<file path="src/rtl/wbps_pkg.sv">
`default_nettype none

package wbps_pkg;

    // Deepest pattern the window can hold.
    localparam int MAX_PATTERN = 16;
    // The pattern registers carry sixteen byte positions.
    localparam int PATTERN_REG_BYTES = 16;
    localparam int PAT_CAP = (MAX_PATTERN < PATTERN_REG_BYTES) ? MAX_PATTERN
                                                               : PATTERN_REG_BYTES;

    localparam int BYTE_W   = 8;
    localparam int ADDR_W   = 48;
    localparam int CFG_W    = 64;
    localparam int CARE_W   = 16;
    localparam int PLEN_W   = 5;
    localparam int CFG_IDX_W = 2;

    // Fill count width: holds MAX_PATTERN and never narrower than a pattern length.
    localparam int FILL_BITS = $clog2(MAX_PATTERN + 1);
    localparam int LEN_W     = (FILL_BITS > PLEN_W) ? FILL_BITS : PLEN_W;
    localparam int WIN_IDX_W = ($clog2(MAX_PATTERN) > 0) ? $clog2(MAX_PATTERN) : 1;

    localparam int S_TDATA_W = ((BYTE_W + ADDR_W + 7) / 8) * 8;
    localparam int M_TDATA_W = ((ADDR_W + 7) / 8) * 8;

    typedef enum logic [CFG_IDX_W-1:0] {
        CFG_PAT_LO = 2'd0,
        CFG_PAT_HI = 2'd1,
        CFG_CARE   = 2'd2,
        CFG_LEN    = 2'd3
    } t_cfg_idx;

    typedef logic [MAX_PATTERN-1:0][BYTE_W-1:0]       t_window;
    typedef logic [PATTERN_REG_BYTES-1:0][BYTE_W-1:0] t_pattern;

    // Configuration as seen by the datapath; len is already clamped to 1..PAT_CAP.
    typedef struct packed {
        t_pattern            pattern;
        logic [CARE_W-1:0]   care;
        logic [PLEN_W-1:0]   len;
    } t_cfg;

endpackage

`default_nettype wire

</file>
<file path="src/rtl/wildcard_byte_pattern_scan_core.sv">
// Wildcard byte signature scanner. Bytes arrive one per transfer on the slave stream, with
// their address and a region-start flag in tuser; the block reports the address of the first
// byte of every occurrence of the programmed signature (overlapping ones included) on the master
// stream. A signature has 1 to 16 positions, each either an exact byte or a wildcard, and a
// match never spans a region start. The input register feeds a combinational parallel compare
// of every window position whose result goes to the output register; it sustains one byte per
// clock, but a stalled master side holds the whole pipeline. Program the pattern, care mask and
// length only while the stream is idle; the configuration channel always accepts.
`default_nettype none

module wildcard_byte_pattern_scan_core
    import wbps_pkg::*;
(
    input  wire logic                    i_clk,
    input  wire logic                    i_rst_n,

    // Byte stream in.
    input  wire logic                    i_s_axis_tvalid,
    output logic                         o_s_axis_tready,
    // tdata, lowest bit first: data_byte [7:0], byte_addr [55:8].
    input  wire logic [S_TDATA_W-1:0]    i_s_axis_tdata,
    // tuser: region_start.
    input  wire logic                    i_s_axis_tuser,

    // Match reports out.
    output logic                         o_m_axis_tvalid,
    input  wire logic                    i_m_axis_tready,
    // tdata: match_addr [47:0].
    output logic [M_TDATA_W-1:0]         o_m_axis_tdata,

    // Register writes.
    input  wire logic                    i_cfg_valid,
    output logic                         o_cfg_ready,
    input  wire logic [CFG_IDX_W-1:0]    i_cfg_index,
    input  wire logic [CFG_W-1:0]        i_cfg_data
);

    t_cfg                cfg;
    t_window             window;
    logic [LEN_W-1:0]    fill;
    logic                advance;
    logic                s_xfer;
    logic                hit;
    logic [ADDR_W-1:0]   match_addr;

    // Stage 1 holds the address of the byte that has just entered the window.
    logic                r_s1_valid;
    logic [ADDR_W-1:0]   r_s1_addr;

    // Output register.
    logic                r_out_valid;
    logic [ADDR_W-1:0]   r_out_addr;

    // The pipeline moves whenever the output register is empty or being drained.
    assign advance         = !r_out_valid || i_m_axis_tready;
    assign o_s_axis_tready = advance;
    assign s_xfer          = i_s_axis_tvalid && advance;
    assign o_cfg_ready     = 1'b1;

    wbps_cfg u_cfg (
        .i_clk   (i_clk),
        .i_rst_n (i_rst_n),
        .i_wr    (i_cfg_valid),
        .i_index (i_cfg_index),
        .i_data  (i_cfg_data),
        .o_cfg   (cfg)
    );

    // The window register doubles as the input register of the compare stage.
    wbps_window u_window (
        .i_clk    (i_clk),
        .i_rst_n  (i_rst_n),
        .i_shift  (s_xfer),
        .i_byte   (i_s_axis_tdata[BYTE_W-1:0]),
        .i_start  (i_s_axis_tuser),
        .o_window (window),
        .o_fill   (fill)
    );

    wbps_match u_match (
        .i_cfg        (cfg),
        .i_window     (window),
        .i_fill       (fill),
        .i_addr       (r_s1_addr),
        .o_hit        (hit),
        .o_match_addr (match_addr)
    );

    always_ff @(posedge i_clk) begin
        if (!i_rst_n) begin
            r_s1_valid  <= 1'b0;
            r_out_valid <= 1'b0;
        end else if (advance) begin
            r_s1_valid  <= i_s_axis_tvalid;
            r_out_valid <= r_s1_valid && hit;
        end
    end

    always_ff @(posedge i_clk) begin
        if (s_xfer) begin
            r_s1_addr <= i_s_axis_tdata[BYTE_W +: ADDR_W];
        end
        if (advance) begin
            r_out_addr <= match_addr;
        end
    end

    assign o_m_axis_tvalid = r_out_valid;
    assign o_m_axis_tdata  = M_TDATA_W'(r_out_addr);

endmodule

`default_nettype wire

</file>
<file path="src/rtl/wbps_cfg.sv">
`default_nettype none

module wbps_cfg
    import wbps_pkg::*;
(
    input  wire logic                 i_clk,
    input  wire logic                 i_rst_n,
    input  wire logic                 i_wr,
    input  wire logic [CFG_IDX_W-1:0] i_index,
    input  wire logic [CFG_W-1:0]     i_data,
    output t_cfg                      o_cfg
);

    logic [CFG_W-1:0]  r_pat_lo;
    logic [CFG_W-1:0]  r_pat_hi;
    logic [CARE_W-1:0] r_care;
    logic [PLEN_W-1:0] r_len;
    logic [PLEN_W-1:0] n_len;
    logic [PLEN_W-1:0] len_raw;

    // The length is clamped when written, so the datapath never sees zero or an oversize value.
    always_comb begin
        len_raw = i_data[PLEN_W-1:0];
        if (len_raw == '0) begin
            n_len = PLEN_W'(1);
        end else if (len_raw > PLEN_W'(PAT_CAP)) begin
            n_len = PLEN_W'(PAT_CAP);
        end else begin
            n_len = len_raw;
        end
    end

    always_ff @(posedge i_clk) begin
        if (!i_rst_n) begin
            r_pat_lo <= '0;
            r_pat_hi <= '0;
            r_care   <= '0;
            r_len    <= PLEN_W'(1);
        end else if (i_wr) begin
            unique case (t_cfg_idx'(i_index))
                CFG_PAT_LO: r_pat_lo <= i_data;
                CFG_PAT_HI: r_pat_hi <= i_data;
                CFG_CARE:   r_care   <= i_data[CARE_W-1:0];
                CFG_LEN:    r_len    <= n_len;
            endcase
        end
    end

    assign o_cfg.pattern = t_pattern'({r_pat_hi, r_pat_lo});
    assign o_cfg.care    = r_care;
    assign o_cfg.len     = r_len;

endmodule

`default_nettype wire

</file>
<file path="src/rtl/wbps_window.sv">
`default_nettype none

module wbps_window
    import wbps_pkg::*;
(
    input  wire logic              i_clk,
    input  wire logic              i_rst_n,
    input  wire logic              i_shift,
    input  wire logic [BYTE_W-1:0] i_byte,
    input  wire logic              i_start,
    output t_window                o_window,
    output logic [LEN_W-1:0]       o_fill
);

    t_window           r_window;
    logic [LEN_W-1:0]  r_fill;
    logic [LEN_W-1:0]  fill_base;
    logic [LEN_W-1:0]  n_fill;

    // A region start drops the count before the new byte is counted.
    always_comb begin
        fill_base = i_start ? '0 : r_fill;
        n_fill    = fill_base;
        if (fill_base < LEN_W'(MAX_PATTERN)) begin
            n_fill = fill_base + LEN_W'(1);
        end
    end

    // Entry 0 is the newest byte. Stale entries are masked by the fill count.
    always_ff @(posedge i_clk) begin
        if (i_shift) begin
            r_window[0] <= i_byte;
            for (int k = 1; k < MAX_PATTERN; k++) begin
                r_window[k] <= r_window[k-1];
            end
        end
    end

    always_ff @(posedge i_clk) begin
        if (!i_rst_n) begin
            r_fill <= '0;
        end else if (i_shift) begin
            r_fill <= n_fill;
        end
    end

    assign o_window = r_window;
    assign o_fill   = r_fill;

endmodule

`default_nettype wire

</file>
<file path="src/rtl/wbps_match.sv">
`default_nettype none

module wbps_match
    import wbps_pkg::*;
(
    input  wire t_cfg              i_cfg,
    input  wire t_window           i_window,
    input  wire logic [LEN_W-1:0]  i_fill,
    input  wire logic [ADDR_W-1:0] i_addr,
    output logic                   o_hit,
    output logic [ADDR_W-1:0]      o_match_addr
);

    logic [LEN_W-1:0]   len_ext;
    logic [PAT_CAP-1:0] pos_ok;
    logic [LEN_W-1:0]   win_pos [PAT_CAP];

    assign len_ext = LEN_W'(i_cfg.len);

    // Pattern position j lines up with window entry len - 1 - j.
    always_comb begin
        for (int j = 0; j < PAT_CAP; j++) begin
            win_pos[j] = len_ext - LEN_W'(1) - LEN_W'(j);
            pos_ok[j]  = 1'b1;
            if ((LEN_W'(j) < len_ext) && i_cfg.care[j]) begin
                pos_ok[j] = (i_window[win_pos[j][WIN_IDX_W-1:0]] == i_cfg.pattern[j]);
            end
        end
    end

    assign o_hit        = (i_fill >= len_ext) && (&pos_ok);
    assign o_match_addr = i_addr - ADDR_W'(i_cfg.len - PLEN_W'(1));

endmodule

`default_nettype wire

</file>
<file path="config.mk">
export PLATFORM = sky130hd
export DESIGN_NAME = wildcard_byte_pattern_scan_core
export DESIGN_NICKNAME = d
export VERILOG_FILES = /design/src/rtl/wbps_pkg.sv /design/src/rtl/wildcard_byte_pattern_scan_core.sv /design/src/rtl/wbps_cfg.sv /design/src/rtl/wbps_window.sv /design/src/rtl/wbps_match.sv
export SDC_FILE = /design/constraint.sdc
export NUM_CORES = 1
export LEC_CHECK = 0
export BUFFER_PORTS_ARGS = -buffer_cell sky130_fd_sc_hd__buf_4
export CORE_MARGIN = 8
export CORE_UTILIZATION = 60
export DETAILED_ROUTE_END_ITERATION = 10
export GPL_ROUTABILITY_DRIVEN = 0
export GPL_TIMING_DRIVEN = 0
export HOLD_SLACK_MARGIN = 0.12
export PLACE_DENSITY = 0.9
export RECOVER_POWER = 50
export SLEW_MARGIN = 20
export SYNTH_ARGS = -nofsm -noshare
export SYNTH_HDL_FRONTEND = slang
export SYNTH_SLANG_ARGS = --single-unit
</file>
<file path="constraint.sdc">
create_clock -name i_clk -period 17.02 [get_ports i_clk]
set_clock_uncertainty 0.1 [all_clocks]
set_input_delay 1.702 -clock i_clk [delete_from_list [all_inputs] [get_ports i_clk]]
set_output_delay 1.702 -clock i_clk [all_outputs]
set_load 0.02 [all_outputs]
</file>
Yosys cells after proc, flatten, opt, wreduce, memory -nomap -nowiden
Cells that the tools add are included.
Widths: inputs -> output; s select.
{ "classes": {"eq_ne": 19, "n_lt_le_gt_ge": 35, "reduce_logical": 28, "muxes": 52, "add_sub_neg": 19} }
{ "ops": {"columns": ["op", "count"], "rows": [
  ["$bmux 8 s4", 16],
  ["$eq 8x8->1", 16],
  ["$mux 8", 16],
  ["$lt 4x5->1 const B", 16],
  ["$sub 48x48->48", 1],
  ["$lt 4x5->1 const A", 8],
  ["$sub 4x4->4 const B", 8],
  ["$lt 3x5->1 const A", 4],
  ["$mux 5", 4],
  ["$logic_and 1x1->1", 19],
  ["$mux 1", 16],
  ["$reduce_and 16->1", 1],
  ["$sub 4x3->4 const B", 4],
  ["$lt 1x5->1 const A", 2],
  ["$lt 2x5->1 const A", 2],
  ["$reduce_and 2->1", 4],
  ["$sub 4x1->4 const B", 2],
  ["$sub 4x2->4 const B", 2],
  ["$sub 5x1->6 const B", 1],
  ["$add 5x1->5 const B", 1],
  ["$ge 5x5->1", 1],
  ["$gt 5x5->1 const B", 1],
  ["$logic_not 5->1", 1],
  ["$lt 5x5->1 const B", 1],
  ["5 further kinds", 6]
]} }
{ "word_totals": {"input_bits": 128, "regBits": 380, "wordCells": 178, "output_inout_bits": 51} }

Logic depth before layout (Yosys ltp)
{ "logic_depth": {"depth_word": 9, "ltp_mapped": 23, "mapped_depth_nobuf": 16} }

Hierarchy
A second synthesis with hierarchy kept.
{ "hier_totals": {"cells_unflattened": 2183, "hier_area_um2": 23501.3} }
{ "modules_own_cells": {"columns": ["module", "n_inst", "seq_area_each_um2", "cells_each", "area_each_um2"], "rows": [
  ["wbps_match", 1, 0.0, 1265, 10844.2],
  ["wbps_cfg", 1, 2982.9, 652, 5571.6],
  ["wbps_window", 1, 3943.8, 159, 4101.4],
  ["wildcard_byte_pattern_scan_core", 1, 2922.8, 107, 2984.1]
]} }

Worst setup path after synthesis
No wires, ideal clock.
{ "synth_path": {"path_type": "in2reg", "start": "in i_m_axis_tready", "end": "reg u_window.r_fill[3], in the netlist u_window.o_fill[3]", "t_required_ns": 16.805, "path_slack_ns": 7.795, "t_arrival_ns": 9.011, "n_path_buf": 1, "setup_time_ns": 0.115, "path_stages": 7, "cell_sequence": "nor2b_1 -> inv_1 -> and2_1 -> clkbuf_1 -> nand2_1 -> and3_1 -> o21a_1"} }
{ "synth_between": {"elab_chain_len": 2} }
{ "synth_rtl": {"columns": ["item", "line_no", "text"], "rows": [
  ["from (decl)", "wildcard_byte_pattern_scan_core.sv:27", "input wire logic i_m_axis_tready,"],
  ["$logic_or 1x1->1", "wildcard_byte_pattern_scan_core.sv:55", "assign advance = !r_out_valid || i_m_axis_tready;"],
  ["via o_s_axis_tready", "wildcard_byte_pattern_scan_core.sv:19", "output logic o_s_axis_tready,"],
  ["$logic_and 1x1->1", "wildcard_byte_pattern_scan_core.sv:57", "assign s_xfer = i_s_axis_tvalid && advance;"],
  ["via s_xfer", "wildcard_byte_pattern_scan_core.sv:42", "logic s_xfer;"],
  ["to (signal assigned)", "wbps_window.sv:43", "r_fill <= n_fill;"],
  ["to (decl)", "wbps_window.sv:16", "logic [LEN_W-1:0] r_fill;"]
]} }
The timed path passes the listed nets, and every way through them passes these cells.
A chain may end at the register's enable or synchronous reset.

Worst setup path in the final report
{ "layout_path": {"start": "reg u_cfg.r_len[0]", "end": "reg r_out_addr[45], in the netlist o_m_axis_tdata[45] (data pin)"} }
{ "layout_between": {"elab_chain_len": 2} }
{ "layout_rtl": {"columns": ["item", "line_no", "text"], "rows": [
  ["from (decl)", "wbps_cfg.sv:17", "logic [PLEN_W-1:0] r_len;"],
  ["from (signal assigned)", "wbps_cfg.sv:44", "CFG_LEN: r_len <= n_len;"],
  ["$sub 5x1->6", "wbps_match.sv:32", "assign o_match_addr = i_addr - ADDR_W'(i_cfg.len - PLEN_W'(1));"],
  ["$sub 48x48->48", "wbps_match.sv:32", null],
  ["via match_addr[45]", "wildcard_byte_pattern_scan_core.sv:44", "logic [ADDR_W-1:0] match_addr;"],
  ["to (signal assigned)", "wildcard_byte_pattern_scan_core.sv:104", "r_out_addr <= match_addr;"],
  ["to (decl)", "wildcard_byte_pattern_scan_core.sv:52", "logic [ADDR_W-1:0] r_out_addr;"]
]} }
The timed path passes the listed nets, and every way through them passes these cells.

==> reports/results.txt <==
result of the run = complete, but fails checks
violations in the final reports = capacitance limit, slew limit
Fin Hold WS = 373 ps
total count of max-transition violations in the final report = 80
Routed met2 length = 33.1 mm
net switching power figure = 0.927 mW
terminating pin of the worst hold path = u_window.o_window[37]$_DFFE_PP_
clock-pin transition on the worst setup and hold timing paths = 60 ps
Vert. Die Dim = 212 um
buffers from clock root to sink, at most = 3
share of the synthesized area in the top cell type = 29.3%
Initial Utilization = 61.0%
total power density per cell area = 107 nW/um^2
total clock buffers created by CTS = 42
path class of the lowest-slack min-delay path = flip-flop to flip-flop
final critical-path required period = 7610 ps
Pleak = 10.1 nW
internal cell power = 1.88 mW
xor/xnor cell area share of the yosys netlist = 7.52%
drt pass-1 iters = 11
area share of and/or/nand/nor cells after synthesis = 11.2%
Placement Rows = 71
startpoint types = flip-flop
switching fraction of total power = 33.0%
Least-Margin Pin Slew = 2700 ps
CTS Root Buffer Type = sky130_fd_sc_hd__clkbuf_16
Ant. Diodes = 0
summed instance area of the synthesized netlist = 23000 um^2
top layer reached by signal wires = met5
portion of total power attributed to combinational logic = 28.1%
synthesized-area fraction occupied by ao, oa, aoi and oai cells = 12.1%
final period utilization = 44.7%
required time of the critical path = 17230 ps
length in cells of the worst reg-to-reg path = 23
nets in the synthesized netlist = 2340
Synth area leader = sky130_fd_sc_hd__edfxtp_1
maximum fanout count along the critical path = 11
layout filler cell count = 2608
routed wire length = 78.0 mm
number of hold buffers added after CTS = 0
cell depth of the worst min-delay path = 0
number of enable flip-flop cells after synthesis = 224
ys async rst share = 0%
Area Growth Syn to Fin = 14.4%
critical path class = flip-flop to flip-flop
dominant cell by count in the synthesized netlist = sky130_fd_sc_hd__nand2_1
fraction of the yosys area taken by sequential cells = 42.9%
Clock Latency Late Sink = 590 ps
count of routing violations after the opening detailed-route iteration = 3329
final hold violation count = 0
TritonCTS clock tree = built
MaxCap Viol Count = 2
CTS HTree Levels = 2
filler-free cell count of the finished design = 2930
global-route wire length before repair = 115 mm
number of remaining DRC errors = 0
wire length on met3 = 12.6 mm
VDD IR-drop max = 78.0 uV
hold path startpoint = u_window.o_window[29]$_DFFE_PP_
cell types occupying the most area after synthesis = sky130_fd_sc_hd__edfxtp_1 (29%), sky130_fd_sc_hd__dfxtp_1 (14%), sky130_fd_sc_hd__mux4_2 (7.8%)
post-layout utilization of the core = 69.7%
ranking of synthesized cells by instance count = sky130_fd_sc_hd__nand2_1 (364), sky130_fd_sc_hd__edfxtp_1 (224), sky130_fd_sc_hd__dfxtp_1 (156), sky130_fd_sc_hd__a21boi_0 (145), sky130_fd_sc_hd__mux2i_1 (144)
number of nets still failing antenna checks after routing = 0
maximum number of pins on one net before global-route repair = 57
number of distinct standard cells referenced by the synthesized netlist = 64
number of antenna violations at the first check in global routing = 4
RSZ-0062 raised after global routing = no
timing-limited maximum frequency = 131 MHz
clk sink count = 380
overflow left after global routing = 0
capturing element type of the critical path = flip-flop
beginning of the worst register-to-register path = u_cfg.r_len[0]$_SDFFE_PN1P_
number of setup buffers added after CTS = 0
portion of netlist area occupied by mux cells = 20.5%
Setup Viol. Count Final = 0
number of warnings reported in the yosys synthesis log = 0
number of placed cells counting well taps = 2850
post-detailed-placement half-perimeter wirelength = 55.6 mm
layout cells sized above 1 = 19.3%
routed length on met1 = 25.6 mm
number of nets in the final layout = 2569
worst slew slack as a fraction of its limit = -79.8%
core area = 37700 um^2
routed length per instance = 26.6 um
Resized Gates After CTS = 0
number of buffers inserted by port buffering = 176
vias in the first global route = 19500
via density per instance = 6.79
total vias in the final route = 19900
ports placed on the boundary = 179
overall power of the completed layout = 2.81 mW
total of flip-flops plus latches after synthesis = 380
average cell area after synthesis = 10.6 um^2
dominant combinational cell family by area after synthesis = multiplexers
sum of negative setup slack = 0 ps
worst reg2reg setup slack = 9410 ps
Worst Path Arrival = 7820 ps
prevailing post-synth register cell = sky130_fd_sc_hd__edfxtp_1
fraction of the mapped netlist area in adder cells = 2.99%
die area = 44800 um^2
Clk network pwr share = 32.7%
Die X = 212 um
Flop pwr share = 39.3%
global-route total usage across every layer = 34.0%
r2r endpoint = o_m_axis_tdata[45]$_DFFE_PN_
instance count of the mapped netlist = 2158
-- layout by cell type (no fill, tap or decap), types with 10 or more instances in the layout --
| cell type | n |
|---|---|
| sky130_fd_sc_hd__a21oi_1 | 92 |
| sky130_fd_sc_hd__edfxtp_1 | 224 |
| sky130_fd_sc_hd__a21o_1 | 33 |
| sky130_fd_sc_hd__clkbuf_16 | 45 |
| sky130_fd_sc_hd__mux4_2 | 80 |
| sky130_fd_sc_hd__xnor2_1 | 81 |
| sky130_fd_sc_hd__nand2_1 | 363 |
| sky130_fd_sc_hd__buf_2 | 33 |
| sky130_fd_sc_hd__ha_1 | 54 |
| sky130_fd_sc_hd__nand4_1 | 31 |
| sky130_fd_sc_hd__nor2_1 | 117 |
| sky130_fd_sc_hd__a21boi_0 | 145 |
| sky130_fd_sc_hd__o211ai_1 | 17 |
| sky130_fd_sc_hd__nand3_1 | 22 |
| sky130_fd_sc_hd__xor2_1 | 104 |
| sky130_fd_sc_hd__buf_4 | 76 |
| sky130_fd_sc_hd__inv_1 | 18 |
| sky130_fd_sc_hd__clkbuf_4 | 57 |
| sky130_fd_sc_hd__dfxtp_1 | 156 |
| sky130_fd_sc_hd__mux2i_1 | 144 |
| sky130_fd_sc_hd__nor2b_1 | 15 |
| sky130_fd_sc_hd__mux2_2 | 126 |
| sky130_fd_sc_hd__o21ai_0 | 61 |
| sky130_fd_sc_hd__nand2b_1 | 16 |
| sky130_fd_sc_hd__o21bai_1 | 10 |
| sky130_fd_sc_hd__o21ai_1 | 13 |
| sky130_fd_sc_hd__clkbuf_1 | 143 |
-- area by class of cell --
type	instances	area, um^2	area share (%)
clock buffer	60	1280	4.86
timing repair buffer	185	1270	4.84
buffer	134	563	2.14
clock inverter	16	100	0.381
multi-input combinational	1623	12500	47.5
tap	511	639	2.43
sequential	380	9850	37.5
inverter	21	81.3	0.310
-- state kept, by name, indices dropped and copies added, names as in the netlist --
signal             count
r_s1_valid             1
u_cfg.r_pat_lo        64
r_s1_addr             48
u_window.o_window    128
u_cfg.r_len            5
u_cfg.r_pat_hi        64
o_m_axis_tvalid        1
o_m_axis_tdata        48
u_cfg.r_care          16
u_window.o_fill        5
-- worst max path at each step --
stage | from | to | slack (ps) | depth (start not counted)
final | u_cfg.r_len[0]$_SDFFE_PN1P_ | o_m_axis_tdata[45]$_DFFE_PN_ | 9410 | 23
after global routing | u_cfg.r_len[0]$_SDFFE_PN1P_ | o_m_axis_tdata[41]$_DFFE_PN_ | 9220 | 23
after CTS | u_cfg.r_len[0]$_SDFFE_PN1P_ | o_m_axis_tdata[44]$_DFFE_PN_ | 9770 | 23
after detailed placement | u_cfg.r_len[0]$_SDFFE_PN1P_ | o_m_axis_tdata[44]$_DFFE_PN_ | 9820 | 23
after global placement | i_m_axis_tready | u_window.o_fill[3]$_SDFFE_PN0P_ | 5310 | 8
after floorplan | i_m_axis_tready | u_window.o_fill[3]$_SDFFE_PN0P_ | 7790 | 7
-- power groups by stage --
stage,clock network [mW],registers (mW),logic (mW)
after CTS,0.917,1.10,0.760
after detailed placement,0,1.12,0.751
after floorplan,0,1.15,0.459
after global placement,0,1.12,0.716
final,0.918,1.10,0.789
after global routing,0.952,1.11,0.813
-- metal layers --
layer	up-vias	track usage (%)
li1	8317	-
met1	9230	37.6
met2	1766	50.8
met3	577	17.8
met4	14	21.5
met5	-	3.56
-- worst max-delay path, cell delays in order (launching register included) --
cell and delay (ps):
sky130_fd_sc_hd__dfxtp_1 350, sky130_fd_sc_hd__buf_2 220, sky130_fd_sc_hd__inv_2 230, sky130_fd_sc_hd__buf_2 370, sky130_fd_sc_hd__buf_2 370, sky130_fd_sc_hd__buf_1 840
sky130_fd_sc_hd__ha_1 270, sky130_fd_sc_hd__buf_2 230, sky130_fd_sc_hd__xor2_2 470, sky130_fd_sc_hd__inv_4 210, sky130_fd_sc_hd__buf_1 300, sky130_fd_sc_hd__buf_2 320
sky130_fd_sc_hd__ha_1 360, sky130_fd_sc_hd__inv_1 60, sky130_fd_sc_hd__a21oi_1 200, sky130_fd_sc_hd__o21ai_0 170, sky130_fd_sc_hd__a21oi_1 230, sky130_fd_sc_hd__o21ai_1 120
sky130_fd_sc_hd__nand2_1 180, sky130_fd_sc_hd__a41oi_1 350, sky130_fd_sc_hd__o31ai_1 490, sky130_fd_sc_hd__o221ai_1 330, sky130_fd_sc_hd__o41ai_1 400, sky130_fd_sc_hd__xor2_1 140
-- metrics by stage --
step                      instance area (um^2)  setup WS, ps
after floorplan                          23000          7790
after global placement                   24900          5310
after detailed placement                 25100          9820
after CTS                                26400          9770
after global routing                     26300          9220
final                                    26300          9410
-- cell families after synthesis --
family | count (synthesis)
compound gates | 420
xor+xnor | 192
fa+ha+maj | 55
buf+inv | 155
flops | 380
mux | 352
other cells | 1
simple gates | 603
(Power assumes the default switching activity.)
